[src/hw/rtl/qpc_pkg.sv]
// Shared types and constants for the queue-pressure signal phase controller.
// No dependencies; used by qpc_step, the top level and the checker.
package qpc_pkg;

   // Fixed geometry
   localparam int NUM_DIRS    = 4;
   localparam int MAX_PHASES  = 4;
   localparam int PHASE_W     = 2;
   localparam int DIR_W       = 2;
   localparam int OUT_COUNT_W = 16;

   // Defaults for top-level parameters
   localparam int COUNT_WIDTH = 16;
   localparam int TIME_WIDTH  = 8;

   // Register reset values
   localparam logic [2:0]  PHASE_COUNT_RST = 3'd2;
   localparam logic [15:0] PHASE_MASKS_RST = 16'h00A5;
   localparam logic [31:0] MIN_GREEN_RST   = 32'h0505_0505;
   localparam logic [31:0] MAX_GREEN_RST   = 32'h0F0F_0F0F;

   // Item opcodes
   localparam logic OP_ARRIVAL = 1'b0;
   localparam logic OP_TICK    = 1'b1;

   // CSR word index (paddr[3:2])
   typedef enum logic [1:0] {
      REG_PHASE_COUNT = 2'd0,
      REG_PHASE_MASKS = 2'd1,
      REG_MIN_GREEN   = 2'd2,
      REG_MAX_GREEN   = 2'd3
   } reg_index_type;

   // Per-item outcome besides the queue counts
   typedef struct packed {
      logic [PHASE_W-1:0]  phase;
      logic                switched;
      logic [NUM_DIRS-1:0] passed;
   } step_result_type;

endpackage

[src/hw/rtl/qpc_step.sv]
// Next-state logic for one item: queue update, pressure sums, phase choice.
// Depends on qpc_pkg.
module qpc_step #(
   parameter int COUNT_WIDTH = qpc_pkg::COUNT_WIDTH,
   parameter int TIME_WIDTH  = qpc_pkg::TIME_WIDTH
) (
   input  logic                        opcode,
   input  logic [qpc_pkg::DIR_W-1:0]   arrival_direction,
   input  logic [COUNT_WIDTH-1:0]      counts_cur [qpc_pkg::NUM_DIRS],
   input  logic [qpc_pkg::PHASE_W-1:0] phase_cur,
   input  logic [TIME_WIDTH-1:0]       elapsed_cur,
   input  logic [2:0]                  phase_count,
   input  logic [15:0]                 phase_masks,
   input  logic [31:0]                 min_green_each,
   input  logic [31:0]                 max_green_each,
   output logic [COUNT_WIDTH-1:0]      counts_next [qpc_pkg::NUM_DIRS],
   output logic [TIME_WIDTH-1:0]       elapsed_next,
   output qpc_pkg::step_result_type    result
);

   localparam int PW = COUNT_WIDTH + 2;                   // sum of four counts
   localparam int EW = (TIME_WIDTH > 8) ? TIME_WIDTH : 8;  // elapsed vs byte limits
   localparam int PHASE_W_L = qpc_pkg::PHASE_W;

   logic [3:0]             green_mask;
   logic [7:0]             min_byte;
   logic [7:0]             max_byte;
   logic [2:0]             n_eff;
   logic [2:0]             next_turn;
   logic [TIME_WIDTH-1:0]  elapsed_inc;
   logic [COUNT_WIDTH-1:0] dec_counts [qpc_pkg::NUM_DIRS];
   logic [3:0]             pass_bits;
   logic [PW-1:0]          press [qpc_pkg::MAX_PHASES];
   logic [PHASE_W_L-1:0]   best;
   logic [PW-1:0]          best_score;
   logic [EW-1:0]          el_ext;

   assign green_mask = phase_masks[{phase_cur, 2'b00} +: 4];
   assign min_byte   = min_green_each[{phase_cur, 3'b000} +: 8];
   assign max_byte   = max_green_each[{phase_cur, 3'b000} +: 8];

   // 0 acts as one phase, anything above the phase limit is clamped
   assign n_eff = (phase_count == 3'd0) ? 3'd1 :
                  (phase_count > 3'(qpc_pkg::MAX_PHASES)) ? 3'(qpc_pkg::MAX_PHASES) :
                  phase_count;

   assign next_turn = (({1'b0, phase_cur} + 3'd1) >= n_eff) ? 3'd0
                                                           : ({1'b0, phase_cur} + 3'd1);

   assign elapsed_inc = (elapsed_cur == '1) ? elapsed_cur : elapsed_cur + 1'b1;
   assign el_ext      = EW'(elapsed_inc);

   // one vehicle leaves each green, non-empty approach
   always_comb begin
      for (int d = 0; d < qpc_pkg::NUM_DIRS; d++) begin
         pass_bits[d]  = green_mask[d] && (counts_cur[d] != '0);
         dec_counts[d] = pass_bits[d] ? counts_cur[d] - 1'b1 : counts_cur[d];
      end
   end

   // pressure per phase, on the drained counts
   always_comb begin
      for (int p = 0; p < qpc_pkg::MAX_PHASES; p++) begin
         press[p] = '0;
         for (int d = 0; d < qpc_pkg::NUM_DIRS; d++) begin
            if (phase_masks[4*p + d]) begin
               press[p] = press[p] + PW'(dec_counts[d]);
            end
         end
      end
   end

   // strictly larger wins; the current phase keeps ties, else lowest index; max green forces next in turn
   always_comb begin
      best       = phase_cur;
      best_score = press[phase_cur];
      for (int p = 0; p < qpc_pkg::MAX_PHASES; p++) begin
         if ((3'(p) < n_eff) && (PHASE_W_L'(p) != phase_cur) && (press[p] > best_score)) begin
            best       = PHASE_W_L'(p);
            best_score = press[p];
         end
      end
      if (el_ext >= EW'(max_byte)) begin
         best = next_turn[PHASE_W_L-1:0];
      end
   end

   always_comb begin
      result.phase    = phase_cur;
      result.switched = 1'b0;
      result.passed   = '0;
      elapsed_next    = elapsed_cur;
      for (int d = 0; d < qpc_pkg::NUM_DIRS; d++) begin
         counts_next[d] = counts_cur[d];
      end

      if (opcode == qpc_pkg::OP_ARRIVAL) begin
         for (int d = 0; d < qpc_pkg::NUM_DIRS; d++) begin
            if ((qpc_pkg::DIR_W'(d) == arrival_direction) && (counts_cur[d] != '1)) begin
               counts_next[d] = counts_cur[d] + 1'b1;
            end
         end
      end else begin
         counts_next   = dec_counts;
         result.passed = pass_bits;
         elapsed_next  = elapsed_inc;
         if ((el_ext >= EW'(min_byte)) && (best != phase_cur)) begin
            result.phase    = best;
            result.switched = 1'b1;
            elapsed_next    = '0;
         end
      end
   end

endmodule

[src/hw/rtl/queue_pressure_signal_phase_controller.sv]
// Top level of the queue-pressure signal phase controller: CSRs, input and
// result registers, controller state. Depends on qpc_pkg and qpc_step.
//
//   channel | prefix | handshake            | payload
//   --------+--------+----------------------+------------------------------------
//   input   | req_   | req_valid/req_stall  | opcode, arrival_direction
//   result  | rsp_   | rsp_valid/rsp_stall  | phase, switched, passed, 4 queues
//   config  | APB    | psel/penable/pready  | paddr[3:2] word index, 32-bit data
//
// Throughput is one beat per cycle while the result is not stalled. The input
// register loads at the accepting edge, the result register and rsp_valid when
// the beat retires from it. Per-item work is qpc_step: four drained queue counts,
// four pressure adders and a four-way ordered compare, all combinational.
// Reset is synchronous and clears queues, phase, elapsed time, CSRs to defaults
// and both valid flags. A stalled result holds; the input register still takes
// a new beat while the result waits, and req_stall rises only when both are full.
module queue_pressure_signal_phase_controller #(
   parameter int COUNT_WIDTH = qpc_pkg::COUNT_WIDTH,
   parameter int TIME_WIDTH  = qpc_pkg::TIME_WIDTH
) (
   input  logic                            clock,
   input  logic                            reset,
   // input channel
   input  logic                            req_valid,
   output logic                            req_stall,
   input  logic                            req_opcode,
   input  logic [qpc_pkg::DIR_W-1:0]       req_arrival_direction,
   // result channel
   output logic                            rsp_valid,
   input  logic                            rsp_stall,
   output logic [qpc_pkg::PHASE_W-1:0]     rsp_phase_now,
   output logic                            rsp_phase_switched,
   output logic [qpc_pkg::NUM_DIRS-1:0]    rsp_passed_mask,
   output logic [qpc_pkg::OUT_COUNT_W-1:0] rsp_north_waiting,
   output logic [qpc_pkg::OUT_COUNT_W-1:0] rsp_east_waiting,
   output logic [qpc_pkg::OUT_COUNT_W-1:0] rsp_south_waiting,
   output logic [qpc_pkg::OUT_COUNT_W-1:0] rsp_west_waiting,
   // configuration
   input  logic                            psel,
   input  logic                            penable,
   input  logic                            pwrite,
   input  logic [3:0]                      paddr,
   input  logic [31:0]                     pwdata,
   output logic [31:0]                     prdata,
   output logic                            pready
);

   localparam int OW = (COUNT_WIDTH > qpc_pkg::OUT_COUNT_W) ? COUNT_WIDTH
                                                           : qpc_pkg::OUT_COUNT_W;

   // ---------------- CSRs ----------------
   logic [2:0]  phase_count_ff;
   logic [15:0] phase_masks_ff;
   logic [31:0] min_green_ff;
   logic [31:0] max_green_ff;
   logic        csr_write;
   qpc_pkg::reg_index_type csr_index;

   assign pready    = 1'b1;
   assign csr_write = psel && penable && pwrite && pready;
   assign csr_index = qpc_pkg::reg_index_type'(paddr[3:2]);

   always_ff @(posedge clock) begin
      if (reset) begin
         phase_count_ff <= qpc_pkg::PHASE_COUNT_RST;
         phase_masks_ff <= qpc_pkg::PHASE_MASKS_RST;
         min_green_ff   <= qpc_pkg::MIN_GREEN_RST;
         max_green_ff   <= qpc_pkg::MAX_GREEN_RST;
      end else if (csr_write) begin
         unique case (csr_index)
            qpc_pkg::REG_PHASE_COUNT: phase_count_ff <= pwdata[2:0];
            qpc_pkg::REG_PHASE_MASKS: phase_masks_ff <= pwdata[15:0];
            qpc_pkg::REG_MIN_GREEN:   min_green_ff   <= pwdata;
            qpc_pkg::REG_MAX_GREEN:   max_green_ff   <= pwdata;
            default: ;
         endcase
      end
   end

   always_comb begin
      unique case (csr_index)
         qpc_pkg::REG_PHASE_COUNT: prdata = {29'd0, phase_count_ff};
         qpc_pkg::REG_PHASE_MASKS: prdata = {16'd0, phase_masks_ff};
         qpc_pkg::REG_MIN_GREEN:   prdata = min_green_ff;
         qpc_pkg::REG_MAX_GREEN:   prdata = max_green_ff;
         default:                  prdata = '0;
      endcase
   end

   // ---------------- handshake ----------------
   logic                      in_valid_ff, in_valid_in;
   logic                      in_opcode_ff;
   logic [qpc_pkg::DIR_W-1:0] in_dir_ff;
   logic                      rsp_valid_ff, rsp_valid_in;
   logic                      out_free;    // result register can load
   logic                      stage_adv;   // input beat retires this cycle
   logic                      req_accept;

   assign out_free     = !rsp_valid_ff || !rsp_stall;
   assign stage_adv    = in_valid_ff && out_free;
   assign req_stall    = in_valid_ff && !out_free;
   assign req_accept   = req_valid && !req_stall;
   assign in_valid_in  = req_accept || (in_valid_ff && !out_free);
   assign rsp_valid_in = stage_adv || (rsp_valid_ff && rsp_stall);
   assign rsp_valid    = rsp_valid_ff;

   always_ff @(posedge clock) begin
      if (reset) begin
         in_valid_ff  <= 1'b0;
         rsp_valid_ff <= 1'b0;
      end else begin
         in_valid_ff  <= in_valid_in;
         rsp_valid_ff <= rsp_valid_in;
      end
   end

   always_ff @(posedge clock) begin
      if (req_accept) begin
         in_opcode_ff <= req_opcode;
         in_dir_ff    <= req_arrival_direction;
      end
   end

   // ---------------- controller state ----------------
   logic [COUNT_WIDTH-1:0]      counts_ff  [qpc_pkg::NUM_DIRS];
   logic [COUNT_WIDTH-1:0]      counts_in  [qpc_pkg::NUM_DIRS];
   logic [qpc_pkg::PHASE_W-1:0] phase_ff;
   logic [TIME_WIDTH-1:0]       elapsed_ff, elapsed_in;
   qpc_pkg::step_result_type    step_res;
   logic [OW-1:0]               cnt_ext [qpc_pkg::NUM_DIRS];

   qpc_step #(
      .COUNT_WIDTH (COUNT_WIDTH),
      .TIME_WIDTH  (TIME_WIDTH)
   ) u_step (
      .opcode            (in_opcode_ff),
      .arrival_direction (in_dir_ff),
      .counts_cur        (counts_ff),
      .phase_cur         (phase_ff),
      .elapsed_cur       (elapsed_ff),
      .phase_count       (phase_count_ff),
      .phase_masks       (phase_masks_ff),
      .min_green_each    (min_green_ff),
      .max_green_each    (max_green_ff),
      .counts_next       (counts_in),
      .elapsed_next      (elapsed_in),
      .result            (step_res)
   );

   always_ff @(posedge clock) begin
      if (reset) begin
         for (int d = 0; d < qpc_pkg::NUM_DIRS; d++) begin
            counts_ff[d] <= '0;
         end
         phase_ff   <= '0;
         elapsed_ff <= '0;
      end else if (stage_adv) begin
         counts_ff  <= counts_in;
         phase_ff   <= step_res.phase;
         elapsed_ff <= elapsed_in;
      end
   end

   // ---------------- result register ----------------
   always_comb begin
      for (int d = 0; d < qpc_pkg::NUM_DIRS; d++) begin
         cnt_ext[d] = OW'(counts_in[d]);
      end
   end

   logic [qpc_pkg::PHASE_W-1:0]     rsp_phase_ff;
   logic                            rsp_switched_ff;
   logic [qpc_pkg::NUM_DIRS-1:0]    rsp_passed_ff;
   logic [qpc_pkg::OUT_COUNT_W-1:0] rsp_queue_ff [qpc_pkg::NUM_DIRS];

   always_ff @(posedge clock) begin
      if (stage_adv) begin
         rsp_phase_ff    <= step_res.phase;
         rsp_switched_ff <= step_res.switched;
         rsp_passed_ff   <= step_res.passed;
         for (int d = 0; d < qpc_pkg::NUM_DIRS; d++) begin
            rsp_queue_ff[d] <= cnt_ext[d][qpc_pkg::OUT_COUNT_W-1:0];
         end
      end
   end

   assign rsp_phase_now      = rsp_phase_ff;
   assign rsp_phase_switched = rsp_switched_ff;
   assign rsp_passed_mask    = rsp_passed_ff;
   assign rsp_north_waiting  = rsp_queue_ff[0];
   assign rsp_east_waiting   = rsp_queue_ff[1];
   assign rsp_south_waiting  = rsp_queue_ff[2];
   assign rsp_west_waiting   = rsp_queue_ff[3];

endmodule

[config.mk]
export PLATFORM = sky130hd
export DESIGN_NAME = queue_pressure_signal_phase_controller
export DESIGN_NICKNAME = d
export VERILOG_FILES = /design/src/hw/rtl/qpc_pkg.sv /design/src/hw/rtl/qpc_step.sv /design/src/hw/rtl/queue_pressure_signal_phase_controller.sv
export SDC_FILE = /design/constraint.sdc
export NUM_CORES = 1
export LEC_CHECK = 0
export BUFFER_PORTS_ARGS = -buffer_cell sky130_fd_sc_hd__buf_2
export CORE_ASPECT_RATIO = 0.6
export CORE_UTILIZATION = 45
export CTS_BUF_LIST = sky130_fd_sc_hd__clkbuf_4 sky130_fd_sc_hd__clkbuf_8
export DETAILED_ROUTE_END_ITERATION = 8
export SKIP_CTS_REPAIR_TIMING = 1
export SLEW_MARGIN = 30
export SYNTH_ARGS = -nofsm -noshare
export SYNTH_HDL_FRONTEND = slang
export SYNTH_SLANG_ARGS = --single-unit
export TNS_END_PERCENT = 100
[constraint.sdc]
create_clock -name clock -period 17 [get_ports clock]
set_input_delay 5.1 -clock clock [delete_from_list [all_inputs] [get_ports clock]]
set_output_delay 5.1 -clock clock [all_outputs]
set_load 0.01 [all_outputs]
==> impl_metrics.toml <==
[outcome]
status = "complete, but fails checks"
violations = "setup timing"

[finish]
final_common_cell = "buf_4"
antenna_cells = 0
syn_to_final_growth_pct = 36.3
fin_nets = 4989
stdcell_area_um2 = 38800
finalNonFillerCells = 5539
drive_above_1_share = 0.331
final_cell_mix = "891 x buf_4, 562 x nand2_1, 283 x a21oi_1"

[grt]
grt_max_degree = 68
track_usage = 0.335
antenna_found_initial = 3
grt_pass1_wl_um = 167000
gr-total-overflow = 0
grt_pass1_vias = 28000

[drt]
vias_per_cell = 5.75
drtIter0Drc = 3659
drtAntennaViolNets = 0
routedWlPerCell_um = 20.4
drc = 0
dr.pass1.iters = 5
vias = 31800
wl_um = 113000

[yosys]
syn_area_per_cell_um2 = 7.54
ys_warn_count = 0
synth.area.mux_share = 0.0793
synthAdderAreaFrac = 0.129
ys_seq_area_frac = 0.190
synth_nets = 4099
synth-compound-area-share = 0.229
yosys.cell_types.count = 120
synth-async-reset-ratio = 0
synthCells = 3780
synth_top_family_by_area = "compound AO/OA/AOI/OAI gates"
synth-xor-area-share = 0.0979
synth_area_um2 = 28500
synth_ff_type = "dfxtp_1"
synth_simple_gate_area_frac = 0.218
ys_seq_elements = 233
synth_edf_count = 74

[setup_path]
critPathRequiredTime_ns = 17.39
worst_path_largest_cell_delay_ns = 0.61
cp_max_fo = 7
crit_path_end_kind = "flip-flop"
critical_path.slowest_cell = "mux4_2"
arrival_ns = 17.73
critPathLaunchType = "flip-flop"
crit_top_cell = "a21o_1"
critPathKind = "reg2reg"

[place]
dp_hpwl_um = 89500
io_buffers = 148
placed_area_um2 = 36000
dp.cells = 5422
globalplace.congestion = 0.987
post-place-ws_ns = -1.35

[clocking]
cts_tree = "yes"
root_buffer = "clkbuf_8"
cts_buffers = 39
htree_num_levels = 2
path_clk_slew_ns = 0.06
cts.sinks = 233
clockBufferDepth = 3
worstSkewPairLatency_ns = 0.67

[timing]
drv_slew = 0
worstMarginPinSlew_ns = 1.15
hold_violations = 0
setup_viol_count_final = 13
finClkSkew_ns = 0.0629
slew_headroom = 0.233
period_share = 1.02
fin_ws_ns = -0.343
rsz0062_at_grt = "yes"
fin_crit_ns = 17.34
max_freq_mhz = 57.7

[floorplanning]
die_w_um = 327
initial_utilization = 0.455
boundaryPins = 152
design.core.area_um2 = 62600
die_h_um = 197
fp-row-count = 71
die_area_um2 = 64400

[run]
max_cap_viol_count = 0

[hold_path]
hp-class = "reg2reg"
-- through the flow --
stage,TNS [ns],util,hold slack (ns)
2_1_floorplan,0,-,0.443
3_3_place_gp,-13.49,0.575,0.454
3_5_place_dp,-15.30,0.575,0.461
4_1_cts,-16.87,0.589,0.467
5_1_grt,-10.21,0.620,0.487
6_report,-1.97,0.620,0.468
-- sequential cells by signal, indices dropped and copies added (netlist names) --
name                flops
phase_count_ff          3
rsp_valid               1
rsp_passed_mask         4
rsp_queue_ff           64
phase_masks_ff         16
elapsed_ff              8
rsp_phase_now           2
counts_ff              64
min_green_ff           32
max_green_ff           32
in_valid_ff             1
phase_ff                2
in_dir_ff               2
rsp_phase_switched      1
in_opcode_ff            1
-- area by class of cell --
type | count | area, um2
clock buffer | 60 | 732
clock inverter | 11 | 155
fill | 5716 | 23800
inverter | 210 | 793
multi-input combinational | 3129 | 23000
sequential | 233 | 5410
tap | 839 | 1050
timing repair buffer | 1057 | 7670
-- critical path: cells and delay by family (launching register included) --
kind            cells  cell delay (ns)
xor+xnor            4             0.72
compound gates     52             7.96
flops               1             0.39
mux                 5             1.96
buf+inv            16             2.03
simple gates       13             1.67
fa+ha+maj           8             2.30
-- worst paths after layout --
check | slack (ns) | startpoint | endpoint | cells past startpoint
max | -0.34 | phase_ff[0] | rsp_phase_now[0] | 98
min | 0.47 | max_green_ff[15] | max_green_ff[15] | 2
max reg2reg | -0.34 | phase_ff[0] | rsp_phase_now[0] | 98
min reg2reg | 0.47 | max_green_ff[15] | max_green_ff[15] | 2
-- logic make-up after synthesis --
group	Yosys count
and+or+nand+nor	1335
AOI/OAI and AO/OA	1014
buffers and inverters	418
xor gates and xnor gates	316
adders and majority gates	289
DFF	233
muxes	174
other	1
-- routing by layer --
metal | routed length, um | track usage | vias up
met5 | 0 | 0 | -
met1 | 54900 | 0.537 | 15000
met4 | 1850 | 0.0562 | 0
met2 | 42200 | 0.429 | 1487
met3 | 14200 | 0.0942 | 116
li1 | - | - | 15300
-- synth_stat cells, drive strengths merged (57+ instances only) --
library cell	number	area (um2)
a21oi	342	1720
clkbuf	150	563
a21o	81	608
xnor2	197	1740
nand3	96	480
inv	203	762
nor2b	57	357
o21ai	236	1190
nor2	292	1100
dfxtp	159	3180
nor3	67	345
buf	58	268
edfxtp	74	2220
ha	261	3270
nand2	570	2150
mux2	77	871
xor2	119	1050
mux2i	64	644
Power is left out: the tool's default activity adds up to more than one toggle a clock period on the data nets, which glitch-free logic cannot reach.
